**src/hdl/lfu_pkg.sv**
```systemverilog
// Package for the LFU slot replacement unit: sizes, slot entry type and
// register codes. No dependencies; lfu_if.sv and the top level import it.
`default_nettype none
package lfu_pkg;

  localparam int SLOTS      = 32;
  localparam int ID_BITS    = 7;
  localparam int COUNT_BITS = 16;

  // Fixed field widths of the channels and the register
  localparam int ID_FIELD_W  = 7;
  localparam int CNT_FIELD_W = 16;
  localparam int OCC_FIELD_W = 6;
  localparam int ACT_W       = 6;
  localparam logic [ACT_W-1:0] ACT_RESET = ACT_W'(20);

  // Derived sizes
  localparam int IDX_W = (SLOTS > 1) ? $clog2(SLOTS) : 1;
  localparam int OCC_W = $clog2(SLOTS + 1);
  localparam int LIM_W = (OCC_W > ACT_W) ? OCC_W : ACT_W;
  localparam logic [COUNT_BITS-1:0] COUNT_MAX = {COUNT_BITS{1'b1}};

  // Configuration port
  localparam int CFG_DATA_W = 32;
  localparam int CFG_ADDR_W = 3;
  localparam logic REG_ACTIVE_SLOTS = 1'b0;

  typedef struct packed {
    logic [ID_BITS-1:0]    ident;
    logic [COUNT_BITS-1:0] uses;
  } entry_t;

  localparam int ENTRY_W = $bits(entry_t);

endpackage
`default_nettype wire

```
**src/hdl/lfu_if.sv**
```systemverilog
// Valid/ready channel interfaces for the input and result transactions.
// Depends on lfu_pkg for the field widths.
`default_nettype none
interface lfu_in_if import lfu_pkg::*; ();
  logic                  valid;
  logic                  ready;
  logic [ID_FIELD_W-1:0] candidate_id;

  modport source (output valid, output candidate_id, input ready);
  modport sink   (input valid, input candidate_id, output ready);
endinterface

interface lfu_out_if import lfu_pkg::*; ();
  logic                   valid;
  logic                   ready;
  logic                   was_resident;
  logic                   evicted_valid;
  logic [ID_FIELD_W-1:0]  evicted_id;
  logic [CNT_FIELD_W-1:0] new_count;
  logic [OCC_FIELD_W-1:0] occupancy;

  modport source (output valid, output was_resident, output evicted_valid,
                  output evicted_id, output new_count, output occupancy,
                  input ready);
  modport sink   (input valid, input was_resident, input evicted_valid,
                  input evicted_id, input new_count, input occupancy,
                  output ready);
endinterface
`default_nettype wire

```
**src/hdl/lfu_slot_replacement_unit.sv**
```systemverilog
// Top level of the LFU slot replacement unit: sequencer, slot RAM,
// APB register. Depends on lfu_pkg, lfu_if.sv and lfu_ram.
//
// Usage: each input transaction on in_ch names an identifier. The unit
// looks it up among the resident slots (oldest first). A hit bumps its use
// count (saturating); a miss evicts the least used entry (oldest among
// equals) when the set is full, closes the gap and appends the new
// identifier with count 1. One result transaction per input on out_ch.
// The slots live in one RAM read one word per cycle; a single compare
// path scans them, and the same RAM port then moves entries down.
// A hit ends the scan at its slot; a miss scans every resident entry,
// then, on a full set, moves the entries after the victim down one slot
// before the append. in_ch.ready is high only while the unit is idle, so
// an item is taken only once the last one has gone to the output register.
// The result sits in an output register; while out_ch is stalled the
// unit still accepts and processes the next item and waits to hand it
// over. Reset empties the resident set (no RAM clearing pass) and sets
// active_slots to 20. The user must write active_slots over the cfg_ APB
// port only while the unit is idle; the unit does not enforce this.
`default_nettype none
module lfu_slot_replacement_unit import lfu_pkg::*; (
  input  wire logic                  clk,
  input  wire logic                  rst_n,
  lfu_in_if.sink                     in_ch,
  lfu_out_if.source                  out_ch,
  input  wire logic                  cfg_psel,
  input  wire logic                  cfg_penable,
  input  wire logic                  cfg_pwrite,
  input  wire logic [CFG_ADDR_W-1:0] cfg_paddr,
  input  wire logic [CFG_DATA_W-1:0] cfg_pwdata,
  output logic      [CFG_DATA_W-1:0] cfg_prdata,
  output logic                       cfg_pready
);

  typedef enum logic [4:0] {
    S_IDLE   = 5'b00001,
    S_SCAN   = 5'b00010,
    S_SHIFT  = 5'b00100,
    S_APPEND = 5'b01000,
    S_DONE   = 5'b10000
  } state_t;

  state_t                state_r, state_nxt;
  logic [ACT_W-1:0]      act_r, act_nxt;
  logic [OCC_W-1:0]      n_r, n_nxt;
  logic [ID_BITS-1:0]    id_r, id_nxt;
  logic [IDX_W-1:0]      cur_r, cur_nxt;
  logic [COUNT_BITS-1:0] min_r, min_nxt;
  logic [IDX_W-1:0]      vic_r, vic_nxt;
  logic [ID_BITS-1:0]    vicid_r, vicid_nxt;
  logic                  hit_r, hit_nxt;
  logic                  evv_r, evv_nxt;
  logic [ID_BITS-1:0]    evid_r, evid_nxt;
  logic [COUNT_BITS-1:0] cnt_r, cnt_nxt;

  logic                   ov_r, ov_nxt;
  logic                   o_hit_r, o_hit_nxt;
  logic                   o_evv_r, o_evv_nxt;
  logic [ID_FIELD_W-1:0]  o_evid_r, o_evid_nxt;
  logic [CNT_FIELD_W-1:0] o_cnt_r, o_cnt_nxt;
  logic [OCC_FIELD_W-1:0] o_occ_r, o_occ_nxt;

  logic                  ram_we;
  logic [IDX_W-1:0]      ram_waddr, ram_raddr;
  entry_t                ram_wdata, ram_rdata;

  logic [LIM_W-1:0]      act_ext, lim;
  logic [IDX_W-1:0]      last_idx;
  logic                  match, less, is_last, full;
  logic [IDX_W-1:0]      vic_sel;
  logic [COUNT_BITS-1:0] min_sel, sat_uses;
  logic [ID_BITS-1:0]    vicid_sel;
  logic                  cfg_wr, out_free;

  lfu_ram #(.WIDTH(ENTRY_W), .DEPTH(SLOTS)) u_slots (
    .clk   (clk),
    .we    (ram_we),
    .waddr (ram_waddr),
    .wdata (ram_wdata),
    .raddr (ram_raddr),
    .rdata (ram_rdata)
  );

  // Register port: one register, always ready
  assign cfg_pready = 1'b1;
  assign cfg_wr     = cfg_psel && cfg_penable && cfg_pwrite;
  assign act_nxt    = (cfg_wr && cfg_paddr[2] == REG_ACTIVE_SLOTS) ?
                      cfg_pwdata[ACT_W-1:0] : act_r;
  assign cfg_prdata = (cfg_paddr[2] == REG_ACTIVE_SLOTS) ?
                      CFG_DATA_W'(act_r) : '0;

  // Effective limit: zero acts as one, clamp at capacity
  assign act_ext = LIM_W'(act_r);
  always_comb begin
    if (act_r == '0) begin
      lim = LIM_W'(1);
    end else if (act_ext > LIM_W'(SLOTS)) begin
      lim = LIM_W'(SLOTS);
    end else begin
      lim = act_ext;
    end
  end

  // Scan compare path
  assign last_idx  = IDX_W'(n_r - OCC_W'(1));
  assign match     = ram_rdata.ident == id_r;
  assign is_last   = cur_r == last_idx;
  assign less      = (cur_r == '0) || (ram_rdata.uses < min_r);
  assign vic_sel   = less ? cur_r : vic_r;
  assign min_sel   = less ? ram_rdata.uses : min_r;
  assign vicid_sel = less ? ram_rdata.ident : vicid_r;
  assign sat_uses  = (ram_rdata.uses == COUNT_MAX) ? ram_rdata.uses :
                     ram_rdata.uses + COUNT_BITS'(1);
  assign full      = LIM_W'(n_r) >= lim;
  assign out_free  = !ov_r || out_ch.ready;

  assign in_ch.ready = state_r == S_IDLE;

  // Sequencer
  always_comb begin
    state_nxt  = state_r;
    n_nxt      = n_r;
    id_nxt     = id_r;
    cur_nxt    = cur_r;
    min_nxt    = min_r;
    vic_nxt    = vic_r;
    vicid_nxt  = vicid_r;
    hit_nxt    = hit_r;
    evv_nxt    = evv_r;
    evid_nxt   = evid_r;
    cnt_nxt    = cnt_r;
    ov_nxt     = ov_r && !out_ch.ready;
    o_hit_nxt  = o_hit_r;
    o_evv_nxt  = o_evv_r;
    o_evid_nxt = o_evid_r;
    o_cnt_nxt  = o_cnt_r;
    o_occ_nxt  = o_occ_r;
    ram_we     = 1'b0;
    ram_waddr  = cur_r;
    ram_wdata  = ram_rdata;
    ram_raddr  = cur_r;
    case (state_r)
      S_IDLE: begin
        ram_raddr = '0;
        if (in_ch.valid) begin
          id_nxt   = in_ch.candidate_id[ID_BITS-1:0];
          cur_nxt  = '0;
          hit_nxt  = 1'b0;
          evv_nxt  = 1'b0;
          evid_nxt = '0;
          cnt_nxt  = COUNT_BITS'(1);
          state_nxt = (n_r == '0) ? S_APPEND : S_SCAN;
        end
      end
      S_SCAN: begin
        if (match) begin
          // Hit: write back the bumped count
          ram_we    = 1'b1;
          ram_wdata = '{ident: ram_rdata.ident, uses: sat_uses};
          hit_nxt   = 1'b1;
          cnt_nxt   = sat_uses;
          state_nxt = S_DONE;
        end else begin
          min_nxt   = min_sel;
          vic_nxt   = vic_sel;
          vicid_nxt = vicid_sel;
          if (!is_last) begin
            ram_raddr = IDX_W'(cur_r + IDX_W'(1));
            cur_nxt   = IDX_W'(cur_r + IDX_W'(1));
          end else if (full) begin
            // Miss on a full set: evict, then close the gap
            evv_nxt  = 1'b1;
            evid_nxt = vicid_sel;
            if (vic_sel == last_idx) begin
              state_nxt = S_APPEND;
            end else begin
              ram_raddr = IDX_W'(vic_sel + IDX_W'(1));
              cur_nxt   = vic_sel;
              state_nxt = S_SHIFT;
            end
          end else begin
            state_nxt = S_APPEND;
          end
        end
      end
      S_SHIFT: begin
        // Move entry cur+1 down to cur
        ram_we    = 1'b1;
        ram_wdata = ram_rdata;
        if (IDX_W'(cur_r + IDX_W'(1)) == last_idx) begin
          state_nxt = S_APPEND;
        end else begin
          ram_raddr = IDX_W'(cur_r + IDX_W'(2));
          cur_nxt   = IDX_W'(cur_r + IDX_W'(1));
        end
      end
      S_APPEND: begin
        ram_we    = 1'b1;
        ram_waddr = evv_r ? last_idx : IDX_W'(n_r);
        ram_wdata = '{ident: id_r, uses: COUNT_BITS'(1)};
        n_nxt     = evv_r ? n_r : OCC_W'(n_r + OCC_W'(1));
        state_nxt = S_DONE;
      end
      S_DONE: begin
        // Hand over once the output register is free
        if (out_free) begin
          ov_nxt     = 1'b1;
          o_hit_nxt  = hit_r;
          o_evv_nxt  = evv_r;
          o_evid_nxt = ID_FIELD_W'(evid_r);
          o_cnt_nxt  = CNT_FIELD_W'(cnt_r);
          o_occ_nxt  = OCC_FIELD_W'(n_r);
          state_nxt  = S_IDLE;
        end
      end
      default: begin
        state_nxt = S_IDLE;
      end
    endcase
  end

  // Control registers
  always_ff @(posedge clk) begin
    if (!rst_n) begin
      state_r <= S_IDLE;
      n_r     <= '0;
      act_r   <= ACT_RESET;
      ov_r    <= 1'b0;
    end else begin
      state_r <= state_nxt;
      n_r     <= n_nxt;
      act_r   <= act_nxt;
      ov_r    <= ov_nxt;
    end
  end

  // Datapath registers
  always_ff @(posedge clk) begin
    id_r     <= id_nxt;
    cur_r    <= cur_nxt;
    min_r    <= min_nxt;
    vic_r    <= vic_nxt;
    vicid_r  <= vicid_nxt;
    hit_r    <= hit_nxt;
    evv_r    <= evv_nxt;
    evid_r   <= evid_nxt;
    cnt_r    <= cnt_nxt;
    o_hit_r  <= o_hit_nxt;
    o_evv_r  <= o_evv_nxt;
    o_evid_r <= o_evid_nxt;
    o_cnt_r  <= o_cnt_nxt;
    o_occ_r  <= o_occ_nxt;
  end

  assign out_ch.valid         = ov_r;
  assign out_ch.was_resident  = o_hit_r;
  assign out_ch.evicted_valid = o_evv_r;
  assign out_ch.evicted_id    = o_evid_r;
  assign out_ch.new_count     = o_cnt_r;
  assign out_ch.occupancy     = o_occ_r;

  // Checks
  a_occ_bound: assert property (@(posedge clk) disable iff (!rst_n)
    n_r <= OCC_W'(SLOTS))
    else $error("resident count beyond capacity");

  a_rose_from_done: assert property (@(posedge clk) disable iff (!rst_n)
    $rose(ov_r) |-> $past(state_r == S_DONE))
    else $error("result raised outside the done step");

  a_shift_range: assert property (@(posedge clk) disable iff (!rst_n)
    (state_r == S_SHIFT) |-> (cur_r < last_idx))
    else $error("compaction write past the last resident slot");

  a_evict_full: assert property (@(posedge clk) disable iff (!rst_n)
    (state_r == S_DONE && evv_r) |-> (!hit_r && LIM_W'(n_r) >= lim))
    else $error("eviction without a full set or on a hit");

endmodule
`default_nettype wire

```
**src/hdl/lfu_ram.sv**
```systemverilog
// Generic simple dual-port RAM: one write port, one read port with
// registered read data. No package or module dependencies.
`default_nettype none
module lfu_ram #(
  parameter int WIDTH = 8,
  parameter int DEPTH = 32
) (
  input  wire logic                      clk,
  input  wire logic                      we,
  input  wire logic [((DEPTH > 1) ? $clog2(DEPTH) : 1)-1:0] waddr,
  input  wire logic [WIDTH-1:0]          wdata,
  input  wire logic [((DEPTH > 1) ? $clog2(DEPTH) : 1)-1:0] raddr,
  output logic      [WIDTH-1:0]          rdata
);

  logic [WIDTH-1:0] mem [DEPTH];

  // Write, then register the read word
  always_ff @(posedge clk) begin
    if (we) begin
      mem[waddr] <= wdata;
    end
    rdata <= mem[raddr];
  end

endmodule
`default_nettype wire
```
**src/flat_wrapper.sv**
```systemverilog
// flat-port wrapper written by rule: the top's interface ports become plain ports
module lfu_slot_replacement_unit_flat import lfu_pkg::*;
  (clk, rst_n, cfg_psel, cfg_penable, cfg_pwrite, cfg_paddr, cfg_pwdata, cfg_prdata, cfg_pready, in_ch_valid, in_ch_candidate_id, in_ch_ready, out_ch_valid, out_ch_was_resident, out_ch_evicted_valid, out_ch_evicted_id, out_ch_new_count, out_ch_occupancy, out_ch_ready);
  lfu_in_if in_ch_i ();
  lfu_out_if out_ch_i ();
  input  wire logic clk;
  input  wire logic rst_n;
  input  wire logic cfg_psel;
  input  wire logic cfg_penable;
  input  wire logic cfg_pwrite;
  input  wire logic [CFG_ADDR_W-1:0] cfg_paddr;
  input  wire logic [CFG_DATA_W-1:0] cfg_pwdata;
  output logic      [CFG_DATA_W-1:0] cfg_prdata;
  output logic cfg_pready;
  input wire logic [$bits(in_ch_i.valid)-1:0] in_ch_valid;
  input wire logic [$bits(in_ch_i.candidate_id)-1:0] in_ch_candidate_id;
  output wire logic [$bits(in_ch_i.ready)-1:0] in_ch_ready;
  output wire logic [$bits(out_ch_i.valid)-1:0] out_ch_valid;
  output wire logic [$bits(out_ch_i.was_resident)-1:0] out_ch_was_resident;
  output wire logic [$bits(out_ch_i.evicted_valid)-1:0] out_ch_evicted_valid;
  output wire logic [$bits(out_ch_i.evicted_id)-1:0] out_ch_evicted_id;
  output wire logic [$bits(out_ch_i.new_count)-1:0] out_ch_new_count;
  output wire logic [$bits(out_ch_i.occupancy)-1:0] out_ch_occupancy;
  input wire logic [$bits(out_ch_i.ready)-1:0] out_ch_ready;
  assign in_ch_i.valid = in_ch_valid;
  assign in_ch_i.candidate_id = in_ch_candidate_id;
  assign in_ch_ready = in_ch_i.ready;
  assign out_ch_valid = out_ch_i.valid;
  assign out_ch_was_resident = out_ch_i.was_resident;
  assign out_ch_evicted_valid = out_ch_i.evicted_valid;
  assign out_ch_evicted_id = out_ch_i.evicted_id;
  assign out_ch_new_count = out_ch_i.new_count;
  assign out_ch_occupancy = out_ch_i.occupancy;
  assign out_ch_i.ready = out_ch_ready;
  lfu_slot_replacement_unit u_core (.clk(clk), .rst_n(rst_n), .in_ch(in_ch_i), .out_ch(out_ch_i), .cfg_psel(cfg_psel), .cfg_penable(cfg_penable), .cfg_pwrite(cfg_pwrite), .cfg_paddr(cfg_paddr), .cfg_pwdata(cfg_pwdata), .cfg_prdata(cfg_prdata), .cfg_pready(cfg_pready));
endmodule
```
**config.mk**
```make
export PLATFORM = sky130hd
export DESIGN_NAME = lfu_slot_replacement_unit_flat
export DESIGN_NICKNAME = d
export VERILOG_FILES = /design/src/hdl/lfu_pkg.sv /design/src/hdl/lfu_if.sv /design/src/hdl/lfu_slot_replacement_unit.sv /design/src/hdl/lfu_ram.sv /design/src/flat_wrapper.sv
export SDC_FILE = /design/constraint.sdc
export NUM_CORES = 1
export LEC_CHECK = 0
export BUFFER_PORTS_ARGS = -buffer_cell sky130_fd_sc_hd__buf_2
export CORE_ASPECT_RATIO = 0.8
export CORE_UTILIZATION = 60
export CTS_BUF_LIST = sky130_fd_sc_hd__clkbuf_16
export CTS_CLUSTER_DIAMETER = 150
export DETAILED_ROUTE_END_ITERATION = 16
export PLACE_DENSITY = 0.77
export SYNTH_ARGS = -nofsm -noshare
export SYNTH_HDL_FRONTEND = slang
export SYNTH_SLANG_ARGS = --single-unit
export TNS_END_PERCENT = 50
```
**constraint.sdc**
```tcl
create_clock -name clk -period 5.2 [get_ports clk]
set_input_delay 1.04 -clock clk [delete_from_list [all_inputs] [get_ports clk]]
set_output_delay 1.04 -clock clk [all_outputs]
set_load 0.01 [all_outputs]
```
==> impl_metrics.py <==
metrics = {
    "logic_synthesis": {
        "synth_cell_types": 75,
        "synth-warning-count": 0,
        "synthTopCellsByArea": "edfxtp_1, mux2i_1, a221oi_1",
        "syn_area_um2": 36490,
        "synth-edff-count": 832,
        "synth-main-ff-cell": "edfxtp_1",
        "yosys.area.top_type_share_pct": 68.47,
        "syn_avg_cell_area_um2": 15.25,
        "async_reset_ff_share_pct": 0,
        "syn_inst": 2392,
        "synth-seq-area-share_pct": 70.72,
        "yosys.area.top_type": "edfxtp_1",
        "synth-seq-cells": 873,
    },
    "final_layout": {
        "drive_above_1_share_pct": 17.90,
        "fillers": 3803,
        "nNetsFinal": 2663,
        "finalNonFillerCells": 3433,
        "syn2layout_area_growth_pct": 14.77,
    },
    "setup_path": {
        "worst-path-buf-inv": 4,
        "cp_common_cell": "mux2i_1",
        "cp-end-kind": "register",
        "slowest_stage": "or4_1",
        "critPathMaxStageDelay_ps": 560,
        "cp_max_fo": 39,
        "cp_top_family": "compound AO/OA/AOI/OAI gates",
        "cp_cell_sequence": "ha_1, nand4_1, or4_1, o32a_1, a21boi_1, buf_4, mux2_2, and4b_1, a211oi_2, o21a_4, buf_4, buf_12, buf_12, mux2i_1, mux2i_1, mux2i_1, a221oi_1",
        "arrival_ps": 5560,
        "start_kind": "register",
        "crit_type": "register to register",
        "critical_path_required_ps": 5670,
    },
    "power": {
        "leakagePower_nw": 14.81,
        "powerDensity_nw_per_um2": 555.5,
        "ir_worst_vdd_mv": 0.3363,
    },
    "run_status": {
        "status": "finished, violations left",
        "violations": "capacitance limit",
    },
    "place": {
        "routabilityCongestion": 0.9383,
        "dp_hpwl_um": 56780,
        "placedCellCount": 3282,
        "io_buffers": 59,
    },
    "cts": {
        "post-cts-setup-buffers": 0,
        "clk_path_buf_depth": 3,
        "clockRootBuffer": "clkbuf_16",
        "clk_pin_slew_ps": 60,
        "cts_sinks": 873,
        "clk_latency_ps": 650,
        "h-tree-depth": 3,
        "cts_tree": "done",
        "postCtsHoldBufs": 0,
        "cts_made_buffers": 81,
    },
    "die": {
        "die_h_um": 222.6,
        "initial_core_util_pct": 60.96,
        "fp-row-count": 80,
        "die_w_um": 277.7,
        "core-area_um2": 59860,
        "io_pins": 115,
        "die_area_um2": 61810,
    },
    "timing": {
        "relSlewSlack_pct": 0.6297,
        "holdWs_ps": 417.7,
        "finalSetupViolations": 0,
        "rsz0062_at_grt": "false",
        "final_max_slew_viol_count": 0,
        "period_share_pct": 97.85,
        "tightest_slew_ps": 1491,
        "hold_viol_final": 0,
        "finalCriticalPeriod_ps": 5088,
        "finalClockSkew_ps": 38.50,
        "max_freq_mhz": 196.5,
    },
    "global_route": {
        "grt_remaining_overflow": 0,
        "grt_usage_pct": 29.96,
        "grt_start_max_net_pins": 88,
        "antenna_found_initial": 2,
        "grt_pass1_vias": 21350,
        "grt_pass1_wl_um": 135800,
    },
    "detailed_routing": {
        "ant_nets": 0,
        "wl_per_cell_um": 26.98,
        "drt_first_iter_violations": 2707,
        "drtPass1Iterations": 6,
        "via_count": 22210,
        "drc": 0,
        "drt-total-wl_um": 92620,
        "post_drt_via_cell_ratio": 6.468,
    },
    "run": {
        "max-cap-violations": 1,
    },
    "worst_hold_path": {
        "min_path_type": "register to register",
    },
}
[timing repair]
item / 4_1_cts / 5_1_grt
endpoints found under the setup margin: 3 / 16
cloned: 0 / 0
gates resized for setup: 3 / 14
[layout by cell type (no fill, tap or decap), types with 33 or more instances in the layout]
cell type,netlist,layout
edfxtp_1,832,832
mux2i_1,336,334
nand2_1,176,174
buf_4,42,161
and2_1,105,104
a221oi_1,104,98
o21ai_0,94,90
clkbuf_16,0,83
buf_2,51,59
nor2_1,89,56
inv_1,33,50
a32oi_1,43,43
dfxtp_1,41,41
a21oi_1,34,33
nor2_2,0,33
[cells in the mapped netlist, types with 11 or more instances]
cell type and number:
clkbuf_1 70, xnor2_1 29, buf_2 51, edfxtp_1 832
a211oi_1 14, a22oi_1 23, nor2_1 89, nand2_1 176
ha_1 28, nand3_1 21, mux2_2 13, o21ai_0 94
and2_1 105, a32oi_1 43, dfxtp_1 41, nor3_1 11
a221oi_1 104, nor2b_1 15, xor2_1 14, mux2i_1 336
inv_1 33, nand4_1 31, a21oi_1 34, buf_4 42
[power breakdown]
part | switching (mW) | internal [mW] | total, mW
clock network | 2.58 | 3.26 | 5.84
registers | 0.187 | 9.04 | 9.23
logic | 5.33 | 2.87 | 8.20
total | 8.09 | 15.2 | 23.3
[registers in the layout, summed over array words and instances (netlist names), 6 cells and up]
register / count
u_core.u_slots.mem: 736
u_core.u_slots.rdata: 23
u_core.cnt_r: 16
u_core.min_r: 16
u_core.out_ch.new_count: 16
u_core.evid_r: 7
u_core.id_r: 7
u_core.out_ch.evicted_id: 7
u_core.vicid_r: 7
u_core.act_ext: 6
u_core.n_r: 6
u_core.out_ch.occupancy: 6
[layer usage]
layer	up-vias	global-route usage (%)	wire, µm
met5	-	0	11
met4	2	10.34	2945
met1	11130	43.14	37740
li1	9661	-	-
met3	173	6.625	10030
met2	1237	45.46	41900
[path summary, 6_finish.rpt]
kind | startpoint | end | slack [ps] | cells past startpoint
setup reg to reg | u_core.u_slots.rdata[13]$_DFF_P_ | u_core.u_slots.rdata[18]$_DFF_P_ | 110 | 17
hold / removal | u_core.cnt_r[5]$_SDFFCE_PN0P_ | u_core.out_ch.new_count[5]$_DFFE_PP_ | 420 | 0
hold reg to reg | u_core.cnt_r[5]$_SDFFCE_PN0P_ | u_core.out_ch.new_count[5]$_DFFE_PP_ | 420 | 0
setup / recovery | u_core.u_slots.rdata[13]$_DFF_P_ | u_core.u_slots.rdata[18]$_DFF_P_ | 110 | 17
[layout make-up]
cell class | instances | area, µm² | area share (%)
clock buffers | 83 | 2077 | 4.960
repair buffers | 254 | 2175 | 5.193
well taps | 779 | 974.7 | 2.327
multi-input cells | 1342 | 10190 | 24.33
diodes | 1 | 2.502 | 0.005975
flip-flops and latches | 873 | 25800 | 61.62
inverters | 34 | 127.6 | 0.3047
clock inverters | 67 | 528.0 | 1.261
[logic make-up (layout without fill, tap and decap cells)]
| logic type | Yosys count | after routing | synth area share (%) |
|---|---|---|---|
| adders and majority gates | 28 | 28 | 0.9602 |
| other | 2 | 28 | 0.02058 |
| buffers and inverters | 202 | 438 | 2.726 |
| DFF | 873 | 873 | 70.72 |
| AOI/OAI and AO/OA | 393 | 393 | 7.935 |
| xor gates and xnor gates | 44 | 44 | 1.094 |
| muxes | 349 | 349 | 9.619 |
| and+or+nand+nor | 501 | 501 | 6.923 |
[stage by stage]
step                      total power, mW  area (µm²)  util, %  setup TNS [ps]  setup slack (ps)
after global routing                23.98       41880    69.96               0             5.432
after floorplan                     13.64       36580        -               0             628.8
after CTS                           23.09       41810    69.85               0             22.94
after detailed placement            17.27       39190    65.47          -227.6            -183.9
final                               23.26       41880    69.96               0             111.7
after global placement              17.05       39190    65.47          -43.61            -43.61
Note: power is estimated with default switching activity, not from simulation.
